==> config.mk <==
export PLATFORM = sky130hd
export DESIGN_NAME = serial_frame_deframer
export DESIGN_NICKNAME = d
export VERILOG_FILES = /design/src/sv/sfd_pkg.sv /design/src/sv/sfd_front.sv /design/src/sv/sfd_queue.sv /design/src/sv/sfd_back.sv /design/src/sv/serial_frame_deframer.sv
export VERILOG_INCLUDE_DIRS = /design/src /design/src/sv
export SDC_FILE = /design/constraint.sdc
export NUM_CORES = 1
export LEC_CHECK = 0
export BUFFER_PORTS_ARGS = -buffer_cell sky130_fd_sc_hd__buf_2
export CAP_MARGIN = 20
export CORE_UTILIZATION = 40
export DETAILED_ROUTE_END_ITERATION = 8
export PLACE_DENSITY = 0.6
export SLEW_MARGIN = 5
export SYNTH_ARGS = -nofsm -noshare
export SYNTH_HDL_FRONTEND = slang
export SYNTH_SLANG_ARGS = --single-unit
export TNS_END_PERCENT = 20
==> constraint.sdc <==
create_clock -name i_clk -period 17.5 [get_ports i_clk]
set_input_delay 1.75 -clock i_clk [delete_from_list [all_inputs] [get_ports i_clk]]
set_output_delay 1.75 -clock i_clk [all_outputs]
set_load 0.03 [all_outputs]
==> src/sv/serial_frame_deframer_assert.svh <==
// Assertion macros for the serial frame deframer.
`ifndef SERIAL_FRAME_DEFRAMER_ASSERT_SVH
`define SERIAL_FRAME_DEFRAMER_ASSERT_SVH

`ifndef ASSERT_OFF

// Same-cycle implication, checked out of reset.
`define SFD_ASSERT_IMPL(label, clk, rst_n, ante, cons) \
    label: assert property (@(posedge clk) disable iff (!rst_n) (ante) |-> (cons)) \
        else $error("implication check failed");

// Next-cycle implication, checked out of reset.
`define SFD_ASSERT_NEXT(label, clk, rst_n, ante, cons) \
    label: assert property (@(posedge clk) disable iff (!rst_n) (ante) |=> (cons)) \
        else $error("next-cycle check failed");

`else

`define SFD_ASSERT_IMPL(label, clk, rst_n, ante, cons)
`define SFD_ASSERT_NEXT(label, clk, rst_n, ante, cons)

`endif

`endif

==> src/sv/sfd_pkg.sv <==
`timescale 1ns / 1ps
package sfd_pkg;

    localparam int QueueDepth = 4;
    localparam int QueuePtrW  = $clog2(QueueDepth);
    localparam int QueueCntW  = $clog2(QueueDepth + 1);

    // Configuration register indexes
    localparam logic CFG_SYNC_FIRST  = 1'b0;
    localparam logic CFG_SYNC_SECOND = 1'b1;

    // Result kinds
    localparam logic KIND_PAYLOAD = 1'b0;
    localparam logic KIND_STATUS  = 1'b1;

    // Parser phases
    typedef enum logic [3:0] {
        PH_SYNC0 = 4'd0,
        PH_SYNC1 = 4'd1,
        PH_ADDR  = 4'd2,
        PH_CMD   = 4'd3,
        PH_OFFL  = 4'd4,
        PH_OFFH  = 4'd5,
        PH_LENL  = 4'd6,
        PH_LENH  = 4'd7,
        PH_DATA  = 4'd8,
        PH_CSUM  = 4'd9
    } t_phase;

    // One result item
    typedef struct packed {
        logic        item_kind;
        logic [7:0]  device_address;
        logic [7:0]  command_code;
        logic [15:0] frame_offset;
        logic [15:0] payload_length;
        logic [15:0] payload_index;
        logic [7:0]  payload_byte;
        logic        checksum_ok;
        logic        last_of_frame;
    } t_result;

    // Queue status seen by the top level
    typedef struct packed {
        logic                 full;
        logic                 empty;
        logic [QueueCntW-1:0] count;
    } t_q_status;

endpackage

==> src/sv/sfd_front.sv <==
`timescale 1ns / 1ps
module sfd_front (
    input  logic             i_clk,
    input  logic             i_rst_n,
    input  logic             i_cfg_we,
    input  logic             i_cfg_index,
    input  logic [7:0]       i_cfg_data,
    input  logic             i_accept,
    input  logic [7:0]       i_rx_byte,
    output logic             o_res_valid,
    output sfd_pkg::t_result o_res
);
    import sfd_pkg::*;

    logic [7:0]  r_sync_first;
    logic [7:0]  r_sync_second;
    t_phase      r_phase;
    t_phase      n_phase;
    logic [7:0]  r_address;
    logic [7:0]  r_command;
    logic [15:0] r_offset;
    logic [15:0] r_length;
    logic [15:0] r_seen;
    logic [7:0]  r_sum;
    logic [15:0] n_seen;
    logic [7:0]  n_sum;

    assign n_seen = r_seen + 16'd1;
    assign n_sum  = r_sum + i_rx_byte;

    // Configuration registers
    always_ff @(posedge i_clk) begin
        if (!i_rst_n) begin
            r_sync_first  <= '0;
            r_sync_second <= '0;
        end else if (i_cfg_we) begin
            unique case (i_cfg_index)
                CFG_SYNC_FIRST:  r_sync_first  <= i_cfg_data;
                CFG_SYNC_SECOND: r_sync_second <= i_cfg_data;
                default: ;
            endcase
        end
    end

    // Next phase
    always_comb begin
        n_phase = r_phase;
        unique case (r_phase)
            PH_SYNC1: begin
                if (i_rx_byte == r_sync_second) n_phase = PH_ADDR;
                else if (i_rx_byte == r_sync_first) n_phase = PH_SYNC1;
                else n_phase = PH_SYNC0;
            end
            PH_ADDR: n_phase = PH_CMD;
            PH_CMD:  n_phase = PH_OFFL;
            PH_OFFL: n_phase = PH_OFFH;
            PH_OFFH: n_phase = PH_LENL;
            PH_LENL: n_phase = PH_LENH;
            PH_LENH: begin
                n_phase = ({i_rx_byte, r_length[7:0]} == 16'd0) ? PH_CSUM : PH_DATA;
            end
            PH_DATA: n_phase = (n_seen >= r_length) ? PH_CSUM : PH_DATA;
            PH_CSUM: n_phase = PH_SYNC0;
            default: n_phase = (i_rx_byte == r_sync_first) ? PH_SYNC1 : PH_SYNC0;
        endcase
    end

    // Phase register
    always_ff @(posedge i_clk) begin
        if (!i_rst_n) begin
            r_phase <= PH_SYNC0;
        end else if (i_accept) begin
            r_phase <= n_phase;
        end
    end

    // Header fields, payload count and running sum
    always_ff @(posedge i_clk) begin
        if (i_accept) begin
            unique case (r_phase)
                PH_ADDR: begin
                    r_address <= i_rx_byte;
                    r_sum     <= i_rx_byte;
                end
                PH_CMD: begin
                    r_command <= i_rx_byte;
                    r_sum     <= n_sum;
                end
                PH_OFFL: begin
                    r_offset <= {8'd0, i_rx_byte};
                    r_sum    <= n_sum;
                end
                PH_OFFH: begin
                    r_offset[15:8] <= i_rx_byte;
                    r_sum          <= n_sum;
                end
                PH_LENL: begin
                    r_length <= {8'd0, i_rx_byte};
                    r_sum    <= n_sum;
                end
                PH_LENH: begin
                    r_length[15:8] <= i_rx_byte;
                    r_sum          <= n_sum;
                    r_seen         <= '0;
                end
                PH_DATA: begin
                    r_sum  <= n_sum;
                    r_seen <= n_seen;
                end
                default: ;
            endcase
        end
    end

    // Result for the byte on the input
    always_comb begin
        o_res_valid          = 1'b0;
        o_res.item_kind      = KIND_PAYLOAD;
        o_res.device_address = r_address;
        o_res.command_code   = r_command;
        o_res.frame_offset   = r_offset;
        o_res.payload_length = r_length;
        o_res.payload_index  = r_seen;
        o_res.payload_byte   = i_rx_byte;
        o_res.checksum_ok    = 1'b0;
        o_res.last_of_frame  = 1'b0;
        unique case (r_phase)
            PH_DATA: o_res_valid = i_accept;
            PH_CSUM: begin
                o_res_valid         = i_accept;
                o_res.item_kind     = KIND_STATUS;
                o_res.payload_index = '0;
                o_res.payload_byte  = '0;
                o_res.checksum_ok   = (r_sum == i_rx_byte);
                o_res.last_of_frame = 1'b1;
            end
            default: ;
        endcase
    end

endmodule

==> src/sv/sfd_queue.sv <==
`timescale 1ns / 1ps
module sfd_queue (
    input  logic               i_clk,
    input  logic               i_rst_n,
    input  logic               i_push,
    input  sfd_pkg::t_result   i_data,
    input  logic               i_pop,
    output sfd_pkg::t_result   o_data,
    output sfd_pkg::t_q_status o_status
);
    import sfd_pkg::*;

    t_result                r_mem [QueueDepth];
    logic [QueuePtrW-1:0]   r_wr_ptr;
    logic [QueuePtrW-1:0]   r_rd_ptr;
    logic [QueueCntW-1:0]   r_count;
    logic                   do_push;
    logic                   do_pop;

    assign o_status.count = r_count;
    assign o_status.empty = (r_count == '0);
    assign o_status.full  = (r_count == QueueCntW'(QueueDepth));
    assign do_push        = i_push && !o_status.full;
    assign do_pop         = i_pop && !o_status.empty;
    assign o_data         = r_mem[r_rd_ptr];

    // Storage
    always_ff @(posedge i_clk) begin
        if (do_push) begin
            r_mem[r_wr_ptr] <= i_data;
        end
    end

    // Pointers and fill count
    always_ff @(posedge i_clk) begin
        if (!i_rst_n) begin
            r_wr_ptr <= '0;
            r_rd_ptr <= '0;
            r_count  <= '0;
        end else begin
            if (do_push) r_wr_ptr <= r_wr_ptr + 1'b1;
            if (do_pop)  r_rd_ptr <= r_rd_ptr + 1'b1;
            unique case ({do_push, do_pop})
                2'b10:   r_count <= r_count + 1'b1;
                2'b01:   r_count <= r_count - 1'b1;
                default: ;
            endcase
        end
    end

endmodule

==> src/sv/sfd_back.sv <==
`timescale 1ns / 1ps
module sfd_back (
    input  logic             i_clk,
    input  logic             i_rst_n,
    input  logic             i_avail,
    input  sfd_pkg::t_result i_data,
    output logic             o_take,
    input  logic             i_stall,
    output logic             o_valid,
    output sfd_pkg::t_result o_data
);
    import sfd_pkg::*;

    logic    r_valid;
    t_result r_data;

    // Load whenever the output register is empty or being drained
    assign o_take  = i_avail && (!r_valid || !i_stall);
    assign o_valid = r_valid;
    assign o_data  = r_data;

    always_ff @(posedge i_clk) begin
        if (!i_rst_n) begin
            r_valid <= 1'b0;
        end else if (!r_valid || !i_stall) begin
            r_valid <= i_avail;
        end
    end

    always_ff @(posedge i_clk) begin
        if (o_take) begin
            r_data <= i_data;
        end
    end

endmodule

==> src/sv/serial_frame_deframer.sv <==
`timescale 1ns / 1ps
// Byte-serial frame parser. Bytes are taken one per clock unless o_in_stall
// is high (queue full): the parser hunts for the two sync bytes set through
// the configuration port, reads the six-byte header, then gives one payload
// result per payload byte and one end-of-frame status (with checksum_ok) for
// the checksum byte; sync and header bytes give nothing. Results pass
// through a four-entry queue and an output register, and the input keeps
// accepting while the output is stalled until the queue fills. Frames with a
// bad checksum are delivered whole and marked by checksum_ok low on the
// status result.
`include "serial_frame_deframer_assert.svh"
module serial_frame_deframer (
    input  logic        i_clk,
    input  logic        i_rst_n,
    input  logic        i_cfg_we,
    input  logic        i_cfg_index,
    input  logic [7:0]  i_cfg_data,
    input  logic        i_in_valid,
    output logic        o_in_stall,
    input  logic [7:0]  i_rx_byte,
    output logic        o_out_valid,
    input  logic        i_out_stall,
    output logic        o_item_kind,
    output logic [7:0]  o_device_address,
    output logic [7:0]  o_command_code,
    output logic [15:0] o_frame_offset,
    output logic [15:0] o_payload_length,
    output logic [15:0] o_payload_index,
    output logic [7:0]  o_payload_byte,
    output logic        o_checksum_ok,
    output logic        o_last_of_frame
);
    import sfd_pkg::*;

    logic      in_accept;
    logic      res_valid;
    t_result   res;
    t_result   q_data;
    t_q_status q_status;
    logic      q_pop;
    t_result   out_data;

    assign o_in_stall = q_status.full;
    assign in_accept  = i_in_valid && !o_in_stall;

    // Front: sync hunt and header parse
    sfd_front u_front (
        .i_clk       (i_clk),
        .i_rst_n     (i_rst_n),
        .i_cfg_we    (i_cfg_we),
        .i_cfg_index (i_cfg_index),
        .i_cfg_data  (i_cfg_data),
        .i_accept    (in_accept),
        .i_rx_byte   (i_rx_byte),
        .o_res_valid (res_valid),
        .o_res       (res)
    );

    // Decoupling queue
    sfd_queue u_queue (
        .i_clk    (i_clk),
        .i_rst_n  (i_rst_n),
        .i_push   (res_valid),
        .i_data   (res),
        .i_pop    (q_pop),
        .o_data   (q_data),
        .o_status (q_status)
    );

    // Back: output register
    sfd_back u_back (
        .i_clk   (i_clk),
        .i_rst_n (i_rst_n),
        .i_avail (!q_status.empty),
        .i_data  (q_data),
        .o_take  (q_pop),
        .i_stall (i_out_stall),
        .o_valid (o_out_valid),
        .o_data  (out_data)
    );

    assign o_item_kind      = out_data.item_kind;
    assign o_device_address = out_data.device_address;
    assign o_command_code   = out_data.command_code;
    assign o_frame_offset   = out_data.frame_offset;
    assign o_payload_length = out_data.payload_length;
    assign o_payload_index  = out_data.payload_index;
    assign o_payload_byte   = out_data.payload_byte;
    assign o_checksum_ok    = out_data.checksum_ok;
    assign o_last_of_frame  = out_data.last_of_frame;

    // Checks
    `SFD_ASSERT_NEXT(a_queue_drains, i_clk, i_rst_n, !q_status.empty && !i_out_stall, o_out_valid)
    `SFD_ASSERT_IMPL(a_status_is_last, i_clk, i_rst_n, o_out_valid, o_last_of_frame == o_item_kind)
    `SFD_ASSERT_IMPL(a_payload_no_ok, i_clk, i_rst_n, o_out_valid && !o_item_kind, !o_checksum_ok)
    `SFD_ASSERT_IMPL(a_count_bound, i_clk, i_rst_n, 1'b1, q_status.count <= QueueCntW'(QueueDepth))

endmodule
Yosys cells after proc, flatten, opt, wreduce, memory -nomap -nowiden. Memory sizes are Yosys's and may differ from the RTL's. A register that Yosys moved wholly into a read port is not among the register bits. Index checks and enable logic that the tools add are counted.

Flip-flop bits (word level): 100. Latch bits: 0. Memory bits (writable): 300. Bits in read-only memories: 0. Bits of input ports: 22. Logic and storage cells: 82. Memories kept: 1.

$add $sub $neg: 6. Multipliers: 0. Divide/modulo/power cells: 0. Order comparisons: 1. Equality and inequality tests: 15. Shift operators: 0. Muxes and demuxes: 15. Bitwise gates (word level): 1. Reduce and logical (&&, ||, !) cells: 28.

Memory list: u_queue.r_mem (depth 4, bits a word 75, read ports 1, clocked after Yosys merged registers in 1, write ports 1, line sfd_queue.sv:13) `t_result r_mem [QueueDepth];`.

Operators with widths (count): $pmux 8 s2 (3); $pmux 4 s9 (1); $pmux 16 s2 (1); $mux 26 (1); $eq 8x8->1 (3); $reduce_and 2->1 (10); $add 16x1->16 const B (1); $eq 4x3->1 const B (4); $ge 16x16->1 (1); $logic_not 16->1 (1); $reduce_bool 2->1 (5); $add 8x8->8 (1); $eq 4x2->1 const B (2); $eq 4x4->1 const B (2); $mux 1 (7); $pmux 3 s2 (1); $reduce_or 6->1 (1); $add 2x1->2 const B (2); $eq 4x1->1 const B (1); $logic_and 1x1->1 (4); $logic_not 1->1 (4); $mux 4 (1); $add 3x1->3 const B (1); $eq 3x3->1 const B (1); other kinds (7) (7).

Logic depth before layout (Yosys ltp). Gate-level depths: netlist of run 1.

Word-level depth: 7. Mapped depth: 10. Gate-level depth less buffers: 10.

Hierarchy. A second synthesis of run 1 with hierarchy kept.

Cell total of the unflattened synthesis: 955. Area total of the unflattened synthesis: 18443.9 um2.

By module, submodules not included: sfd_queue (instances 1, cells each 445, area each 11307.1 um2); sfd_front (instances 1, cells each 429, area each 4828.4 um2); sfd_back (instances 1, cells each 79, area each 2290.9 um2); serial_frame_deframer (instances 1, cells each 2, area each 17.5 um2).

Worst setup path before layout of run 1. Ideal clock, no wire load.

Path type: input to register. Start point: input i_out_stall. End point: register u_queue.r_count[2]. Library setup time: 76 ps. Arrival time: 7127 ps. Setup slack: 10298 ps. Stages: 7. Path buffers: 0. Cell sequence: a21oi_1 -> ha_1 -> inv_1 -> fa_1 -> xor2_1 -> or3_1 -> a21boi_0.

Cells in the longest elaborated chain, start to end: 6. Elaborated cells on any way between the ends: 8. Classes of those cells: eq/ne: 2; mux: 1; reduce/logical: 5.

RTL lines: start: declaration (line serial_frame_deframer.sv:22) `input logic i_out_stall,`; $logic_not 1->1 (*) (line sfd_back.sv:18) `assign o_take = i_avail && (!r_valid || !i_stall);`; $logic_or 1x1->1 (*) (line sfd_back.sv:18); $logic_and 1x1->1 (*) (line sfd_back.sv:18); $logic_and 1x1->1 (*) (line sfd_queue.sv:24) `assign do_pop = i_pop && !o_status.empty;`; $eq 2x1->1 or $eq 2x2->1 (tied branches) (line sfd_queue.sv:43) `unique case ({do_push, do_pop})`; $pmux 3 s2 or $reduce_bool 2->1 (tied branches); end signal: assignment (line sfd_queue.sv:44) `2'b10: r_count <= r_count + 1'b1;`; end signal: assignment (line sfd_queue.sv:45) `2'b01: r_count <= r_count - 1'b1;`; end: declaration (line sfd_queue.sv:16) `logic [QueueCntW-1:0] r_count;`.

Every way passes the cells marked *; elsewhere a longest branch is shown, timed or not. A chain may end at the register's enable or synchronous reset.

Worst setup path after layout of run 1.
Start point: input i_in_valid. End point: memory u_queue.r_mem[0][19] (netlist bit), enable pin.

Cells in the longest elaborated chain, start to end: 5.

RTL lines: start: declaration (line serial_frame_deframer.sv:18) `input logic i_in_valid,`; $logic_and 1x1->1 (line serial_frame_deframer.sv:44) `assign in_accept = i_in_valid && !o_in_stall;`; $mux 1 (line sfd_front.sv:127) `unique case (r_phase)`; $logic_and 1x1->1 (line sfd_queue.sv:23) `assign do_push = i_push && !o_status.full;`; $mux 1 (line sfd_queue.sv:29) `if (do_push) begin`; $mux 1 (implied by the code) (line sfd_queue.sv:30) `r_mem[r_wr_ptr] <= i_data;`; end: declaration (line sfd_queue.sv:13).

Every way passes these cells.

==> results of run 1 <==
==> stage by stage <==
| step | setup WS, ps | power [mW] | std cells | utilization | cell area, sq um |
|---|---|---|---|---|---|
| after floorplan | 10300 | 1.838 | 934 | - | 18060 |
| after global placement | 13230 | 1.991 | 1600 | 0.4339 | 19270 |
| after detailed placement | 13150 | 1.996 | 1600 | 0.4339 | 19270 |
| after CTS | 13780 | 3.010 | 1682 | 0.4689 | 20820 |
| after global routing | 13650 | 3.078 | 1682 | 0.4689 | 20820 |
| final | 13770 | 2.964 | 1682 | 0.4689 | 20820 |
==> power breakdown <==
part / switching (mW) / internal [mW] / total, mW / leakage, nW
registers: 0.0513 / 1.37 / 1.42 / 4.17
logic: 0.373 / 0.163 / 0.536 / 1.97
clock network: 0.408 / 0.601 / 1.01 / 0.761
total: 0.832 / 2.13 / 2.96 / 6.90
==> registers in the layout, summed over array words and instances, names as in the netlist <==
signal,count
u_queue.r_count,3
u_front.r_sum,8
u_front.r_offset,16
u_back.o_data,74
u_queue.r_mem,296
u_front.r_address,8
u_queue.r_wr_ptr,2
u_queue.r_rd_ptr,2
u_front.r_sync_first,8
u_front.r_seen,16
u_back.o_valid,1
u_front.r_length,16
u_front.r_phase,4
u_front.r_command,8
u_front.r_sync_second,8
==> worst reg2reg max path, stage by stage, from the launching register on <==
cell      delay [ps]
dfxtp_1          330
nor3b_1          160
nand2b_1         350
nor2_1           550
and2_4           530
buf_4            740
==> metal layers <==
| metal | routed length [um] | share of wire | track usage | vias to the layer above |
|---|---|---|---|---|
| met3 | 1550 | 0.045 | 0.03305 | 52 |
| met5 | 0 | 0 | 0 | - |
| met2 | 16560 | 0.48 | 0.2460 | 175 |
| met4 | 685 | 0.020 | 0.04381 | 0 |
| li1 | - | - | - | 3896 |
| met1 | 15670 | 0.45 | 0.2073 | 4330 |
==> cell families after synthesis <==
logic type	after synthesis	synth area share
AND/OR/NAND/NOR	180	0.05617
multiplexers	85	0.09849
XOR/XNOR	43	0.02126
adder cells (fa/ha/maj)	31	0.02230
AO/OA/AOI/OAI	58	0.02099
buffers and inverters	67	0.01503
flip-flops	470	0.7658
==> cell type report <==
cell class	count	area, sq um	share of cell area
clock buffer	57	1265	0.06075
clock inverter	25	287.8	0.01382
timing repair buffer	113	603.1	0.02896
sequential	470	13840	0.6647
inverter	28	105.1	0.005047
multi-input combinational	397	3981	0.1912
tap	592	740.7	0.03557
==> cell usage in the layout, fill, tap and decap left out, types with 4 or more instances in the layout <==
| cell type | synthesis | final |
|---|---|---|
| a21boi_0 | 10 | 10 |
| a21o_1 | 4 | 4 |
| a21oi_1 | 19 | 18 |
| and2_1 | 24 | 20 |
| and2_4 | 0 | 4 |
| and3_1 | 8 | 8 |
| buf_2 | 13 | 98 |
| buf_4 | 1 | 15 |
| bufinv_16 | 0 | 6 |
| clkbuf_1 | 24 | 6 |
| clkbuf_16 | 0 | 48 |
| clkinv_1 | 0 | 6 |
| clkinv_2 | 0 | 9 |
| dfxtp_1 | 28 | 26 |
| edfxtp_1 | 442 | 442 |
| ha_1 | 29 | 29 |
| inv_1 | 28 | 28 |
| mux2i_1 | 9 | 9 |
| mux4_2 | 74 | 74 |
| nand2_1 | 22 | 22 |
| nand2b_1 | 4 | 4 |
| nand3_1 | 16 | 16 |
| nand4_1 | 4 | 4 |
| nor2_1 | 20 | 20 |
| nor2b_1 | 50 | 50 |
| nor3_1 | 7 | 7 |
| nor4_1 | 14 | 14 |
| o21ai_0 | 9 | 9 |
| xnor2_1 | 14 | 14 |
| xor2_1 | 28 | 28 |
==> worst max path at each step <==
stage,to,slack (ps),cells after the start
after global placement,u_queue.r_mem[3][13]$_DFFE_PP_,13230,5
after floorplan,u_queue.r_count[2]$_SDFFE_PN0P_,10300,7
after CTS,u_queue.r_mem[0][21]$_DFFE_PP_,13780,5
after detailed placement,u_queue.r_mem[0][20]$_DFFE_PP_,13150,5
after global routing,u_queue.r_mem[1][21]$_DFFE_PP_,13650,5
final,u_queue.r_mem[0][19]$_DFFE_PP_,13770,5
==> results by group, run 1 <==
Critical path
  • Count of cells along the worst register-to-register path: 5
  • Cells along the critical path: buf_2 > nand2b_1 > nor2_1 > and2_4 > buf_4
  • Critical path launch point type: input pin
  • CP Capture Type: register
  • Buf/Inv on CP: 2
  • Required time at the endpoint of the critical path: 17690 ps
  • Worst R2R Start: u_queue.r_count[2]$_SDFFE_PN0P_
  • Top fanout value on the critical path: 49
  • Worst setup slack for register-to-register paths: 14430 ps
  • Peak per-stage delay on the critical path: 730 ps
  • Crit path arrival time: 3930 ps
  • Critical path class: in -> reg
  • Delay-heaviest family, CP: simple AND/OR/NAND/NOR gates
  • Worst flop-to-flop path endpoint: u_queue.r_mem[0][19]$_DFFE_PP_
  • Highest-delay cell along the critical path: buf_4
  • Startpoint of the most critical setup path: i_in_valid

Synth
  • Avg Synthesized Cell Area: 19.34 sq um
  • Proportion of register bits with asynchronous set or reset after synthesis: 0
  • Ys Warns: 0
  • Synth area leaders: edfxtp_1 73%, mux4_2 9.2%, dfxtp_1 3.1%
  • Syn nets: 987
  • Count leader, synth: edfxtp_1
  • Post-synth EDFFs: 442
  • Post-Syn Area: 18060 sq um
  • Main flop type after synthesis: edfxtp_1
  • Largest area contributor in the netlist: edfxtp_1
  • Synth unique cells: 47
  • Commonest cells in the netlist: 442 x edfxtp_1, 74 x mux4_2, 50 x nor2b_1
  • Top-area cell type share of the netlist area: 0.7347
  • Yosys reg bits: 470
  • Share of the yosys chip area belonging to registers: 0.7658
  • Number of standard cells after synthesis: 934

STA
  • Unrepaired setup endpoints after global routing: false
  • Final clock period utilization by the worst path: 0.2133
  • Hold Violations, Final: 0
  • Final Setup Violations: 0
  • Hold_ws: 474.6 ps
  • Setup TNS after final layout: 0 ps
  • Measured slew at the worst slew-check pin: 941.5 ps
  • Clock tree skew after final layout: 18.52 ps
  • Max Clock Freq: 268.0 MHz
  • Rel. slew slack: 0.3710
  • Final Max Tran Viols: 0
  • Shortest period the worst path allows: 3732 ps

Clock tree
  • Clock sink count: 470
  • Clock Latency Late Sink: 580 ps
  • Number of gates given a new drive strength after cts: 0
  • Number of H-tree branching levels: 2
  • CTS tree: done
  • Cell at the root of the clock tree: clkbuf_16
  • Maximum buffer depth of the clock tree: 3
  • Cts bufs inserted: 47
  • Hold_buf cts: 0
  • Clk pin slew, worst setup/hold paths: 60 ps
  • Post-CTS Setup Inserts: 0

Run
  • Count of maximum capacitance violations: 0

Finish
  • Diode insertion count for antenna repair: 0
  • Fillers: 3672
  • Area Overhead vs Synth: 15.27%
  • Number of nets in the layout: 1110
  • Fraction of final layout cells with drive strength greater than 1: 0.2505

Placement
  • Final RePlAce weighted congestion: 0.7577
  • DP Wirelength: 19870 um
  • Port bufs: 98

Power and ir drop
  • Static leakage power: 6.897 nW
  • Largest vdd supply drop: 0.1165 mV
  • Total power divided by cell area: 142.4 nW/um^2

Min path
  • Worst min-delay path endpoint: u_front.r_sync_second[2]$_SDFFE_PN0P_
  • Tightest Hold Check Type: reg -> reg
  • Hold Path Depth: 2
  • Startpoint of the lowest-slack hold path: u_front.r_sync_second[2]$_SDFFE_PN0P_

Floorplanning
  • Initial core utilization: 0.4067
  • Vertical die dimension: 214.5 um
  • Floorplan core area: 44410 sq um
  • Die area: 46020 sq um
  • Die width: 214.5 um
  • Boundary pin count: 99
  • Site row count: 77

Route
  • Average wire per standard cell: 20.50 um
  • Wirelength, routed: 34470 um
  • Count of unresolved DRC violations after routing: 0
  • Final antenna-violating net count: 0
  • Number of detailed-routing iterations run before antenna repair: 5
  • Number of DRC violations after detailed-routing iteration 0: 583
  • Number of vias per cell: 5.026
  • Routed vias: 8453

Global routing
  • Aggregate global routing overflow: 0
  • Antenna violations before repair: 0
  • Wire length of the first global-routing pass: 52580 um
  • GRT Resource Usage Total: 0.1521
  • Pin count of the biggest net entering global routing: 50
  • Number of global-route vias before repair: 8811

Outcome
  • Outcome: complete, no violations
(Power assumes the default switching activity.)
==> run 2: changes to the inputs <==
Settings changed: PLACE_DENSITY 0.6 to 0.62.
Clock period 17.5 ns to 3.3 ns, I/O delays scaled along.
==> results by group, run 2 (same netlist as run 1, synthesis figures left out) <==
Outcome
  • Outcome: complete, no violations

Floorplanning
  • Initial core utilization: 0.4067 (unchanged)
  • Site row count: 77 (unchanged)
  • Vertical die dimension: 214.5 um (unchanged)
  • Die area: 46020 sq um (unchanged)
  • Boundary pin count: 99 (unchanged)
  • Die width: 214.5 um (unchanged)
  • Floorplan core area: 44410 sq um (unchanged)

STA
  • Shortest period the worst path allows: 2631 ps
  • Final Max Tran Viols: 0 (unchanged)
  • Unrepaired setup endpoints after global routing: false
  • Setup TNS after final layout: 0 ps (unchanged)
  • Measured slew at the worst slew-check pin: 961.4 ps (+19.88 ps)
  • Final clock period utilization by the worst path: 0.7974
  • Hold Violations, Final: 0 (unchanged)
  • Hold_ws: 54.42 ps (-420.2 ps)
  • Clock tree skew after final layout: 21.55 ps (+3.028 ps)
  • Final Setup Violations: 0 (unchanged)
  • Max Clock Freq: 380.0 MHz
  • Rel. slew slack: 0.3577 (-0.01328)

Route
  • Final antenna-violating net count: 0 (unchanged)
  • Count of unresolved DRC violations after routing: 0 (unchanged)
  • Routed vias: 8551 (+1.2%)
  • Average wire per standard cell: 20.32 um (-0.86%)
  • Number of vias per cell: 5.021 (about the same)
  • Number of detailed-routing iterations run before antenna repair: 5 (unchanged)
  • Wirelength, routed: 34600 um (+0.38%)
  • Number of DRC violations after detailed-routing iteration 0: 610 (+4.6%)

Power and ir drop
  • Proportion of power drawn by the clock network: 0.330 (-0.011)
  • Total power divided by cell area: 743.9 nW/um^2 (+420%)
  • Largest vdd supply drop: 0.4056 mV (+250%)
  • Switching component of the power: 4.406 mW (+430%)
  • Relative contribution of combinational cells to total power: 0.186 (+0.005)
  • Share of total power consumed by net switching: 0.2819 (+0.001100)
  • Sequential share of power: 0.483 (+0.004)
  • Static leakage power: 6.970 nW (+1.1%)
  • Internal Pwr Total: 11.23 mW (+430%)

Clock tree
  • Clk pin slew, worst setup/hold paths: 70 ps (about the same)
  • Number of gates given a new drive strength after cts: 0 (unchanged)
  • CTS tree: done
  • Number of H-tree branching levels: 2 (unchanged)
  • Clock Latency Late Sink: 560 ps (-20 ps)
  • Post-CTS Setup Inserts: 0 (unchanged)
  • Maximum buffer depth of the clock tree: 3 (unchanged)
  • Hold_buf cts: 0 (unchanged)
  • Cell at the root of the clock tree: clkbuf_16
  • Cts bufs inserted: 47 (unchanged)
  • Clock sink count: 470 (unchanged)

Global routing
  • Wire length of the first global-routing pass: 53700 um (+2.1%)
  • Number of global-route vias before repair: 9080 (+3.1%)
  • Antenna violations before repair: 0 (unchanged)
  • Pin count of the biggest net entering global routing: 47 (-6.0%)
  • GRT Resource Usage Total: 0.1528 (+0.0007124)
  • Aggregate global routing overflow: 0 (unchanged)

Finish
  • Post-route cell area: 21010 sq um (+0.91%)
  • Fraction of final layout cells with drive strength greater than 1: 0.2538 (+0.003367)
  • Number of flip-flops under the largest register name: 296 (unchanged)
  • Biggest register: u_queue.r_mem
  • Core occupancy in the finished layout: 0.4731 (+0.004282)
  • Number of nets in the layout: 1127 (+1.5%)
  • Highest-count cells in the layout ignoring fill and taps: 442 x edfxtp_1, 98 x buf_2, 74 x mux4_2
  • Area Overhead vs Synth: 16.32%
  • Final cell count without fillers: 1703 (+1.2%)
  • Most common cell after layout, fill and taps aside: edfxtp_1
  • Diode insertion count for antenna repair: 0 (unchanged)

Placement
  • # placed instances: 1617 (+1.1%)
  • Area of placed instances: 19510 sq um (+1.2%)
  • Port bufs: 98 (unchanged)
  • Final RePlAce weighted congestion: 0.7686 (+1.4%)
  • DP Wirelength: 21240 um (+6.9%)

Critical path
  • Critical path launch point type: register
  • CP Capture Type: register
  • Crit path arrival time: 3070 ps (-860 ps)
  • Required time at the endpoint of the critical path: 3730 ps (-13960 ps)
  • Critical path class: reg -> reg
  • Top fanout value on the critical path: 6 (-88%)

Run
  • Count of maximum capacitance violations: 0 (unchanged)

Min path
  • Tightest Hold Check Type: in -> reg
==> run 2: cell count changes in the layout (fill, tap and decap cells not counted), sizes merged <==
cell / previous run / this run
clkinvlp: 2 / 0
clkinv: 16 / 14
buf: 113 / 130
bufinv: 6 / 4
clkbuf: 57 / 67
==> run 2: area by class of cell <==
cell class	count	area, sq um
Fill cell	3673	23400
Clock inverter	19	200.2
Clock buffer	67	1303
Timing Repair Buffer	130	843.3
Inverter	28	105.1
Sequential cell	470	13840
Tap cell	592	740.7
Multi-Input combinational cell	397	3981
==> run 2: through the flow <==
| step | power [mW] | setup WS [ps] |
|---|---|---|
| final | 15.63 | 668.7 |
| after global routing | 16.23 | 431.8 |
| after CTS | 15.88 | 662.6 |
| after detailed placement | 10.68 | 674.3 |
| after global placement | 10.64 | 765.0 |
| after floorplan | 9.687 | 40.10 |
==> run 2: critical path, cell delays in order, from the launching register on <==
cell      delay, ps
edfxtp_1        440
and4_4          270
and4_4          250
and3_1          180
xor2_1          210
ha_1            290
a21o_1          170
a211o_1         280
a41oi_1         170
a211o_1         160
a21oi_1          70
==> run 2: per-layer routing <==
metal	global-route usage	part of all wire	vias to the layer above	wire length, um
met3	0.02723	0.042	58	1450
li1	-	-	3939	-
met1	0.2079	0.45	4382	15650
met5	0	0	-	0
met2	0.2509	0.48	172	16750
met4	0.04714	0.022	0	758
==> run 2: worst paths after layout <==
path	depth (start not counted)	end	slack [ps]	from
max	10	u_front.r_phase[0]$_SDFFE_PN0P_	670	u_front.r_seen[2]$_SDFFCE_PN0P_
min	3	u_front.r_sync_second[1]$_SDFFE_PN0P_	50	i_cfg_data[1]
max reg2reg	10	u_front.r_phase[0]$_SDFFE_PN0P_	670	u_front.r_seen[2]$_SDFFCE_PN0P_
min reg2reg	2	u_front.r_sync_second[2]$_SDFFE_PN0P_	480	u_front.r_sync_second[2]$_SDFFE_PN0P_
==> run 2: power by group through the flow <==
stage	Sequential [mW]	Clock [mW]	Combinational, mW
final	7.56	5.16	2.91
after global routing	7.62	5.51	3.10
after CTS	7.59	5.30	2.98
after detailed placement	7.71	0	2.97
after global placement	7.69	0	2.95
after floorplan	8.57	0	1.12
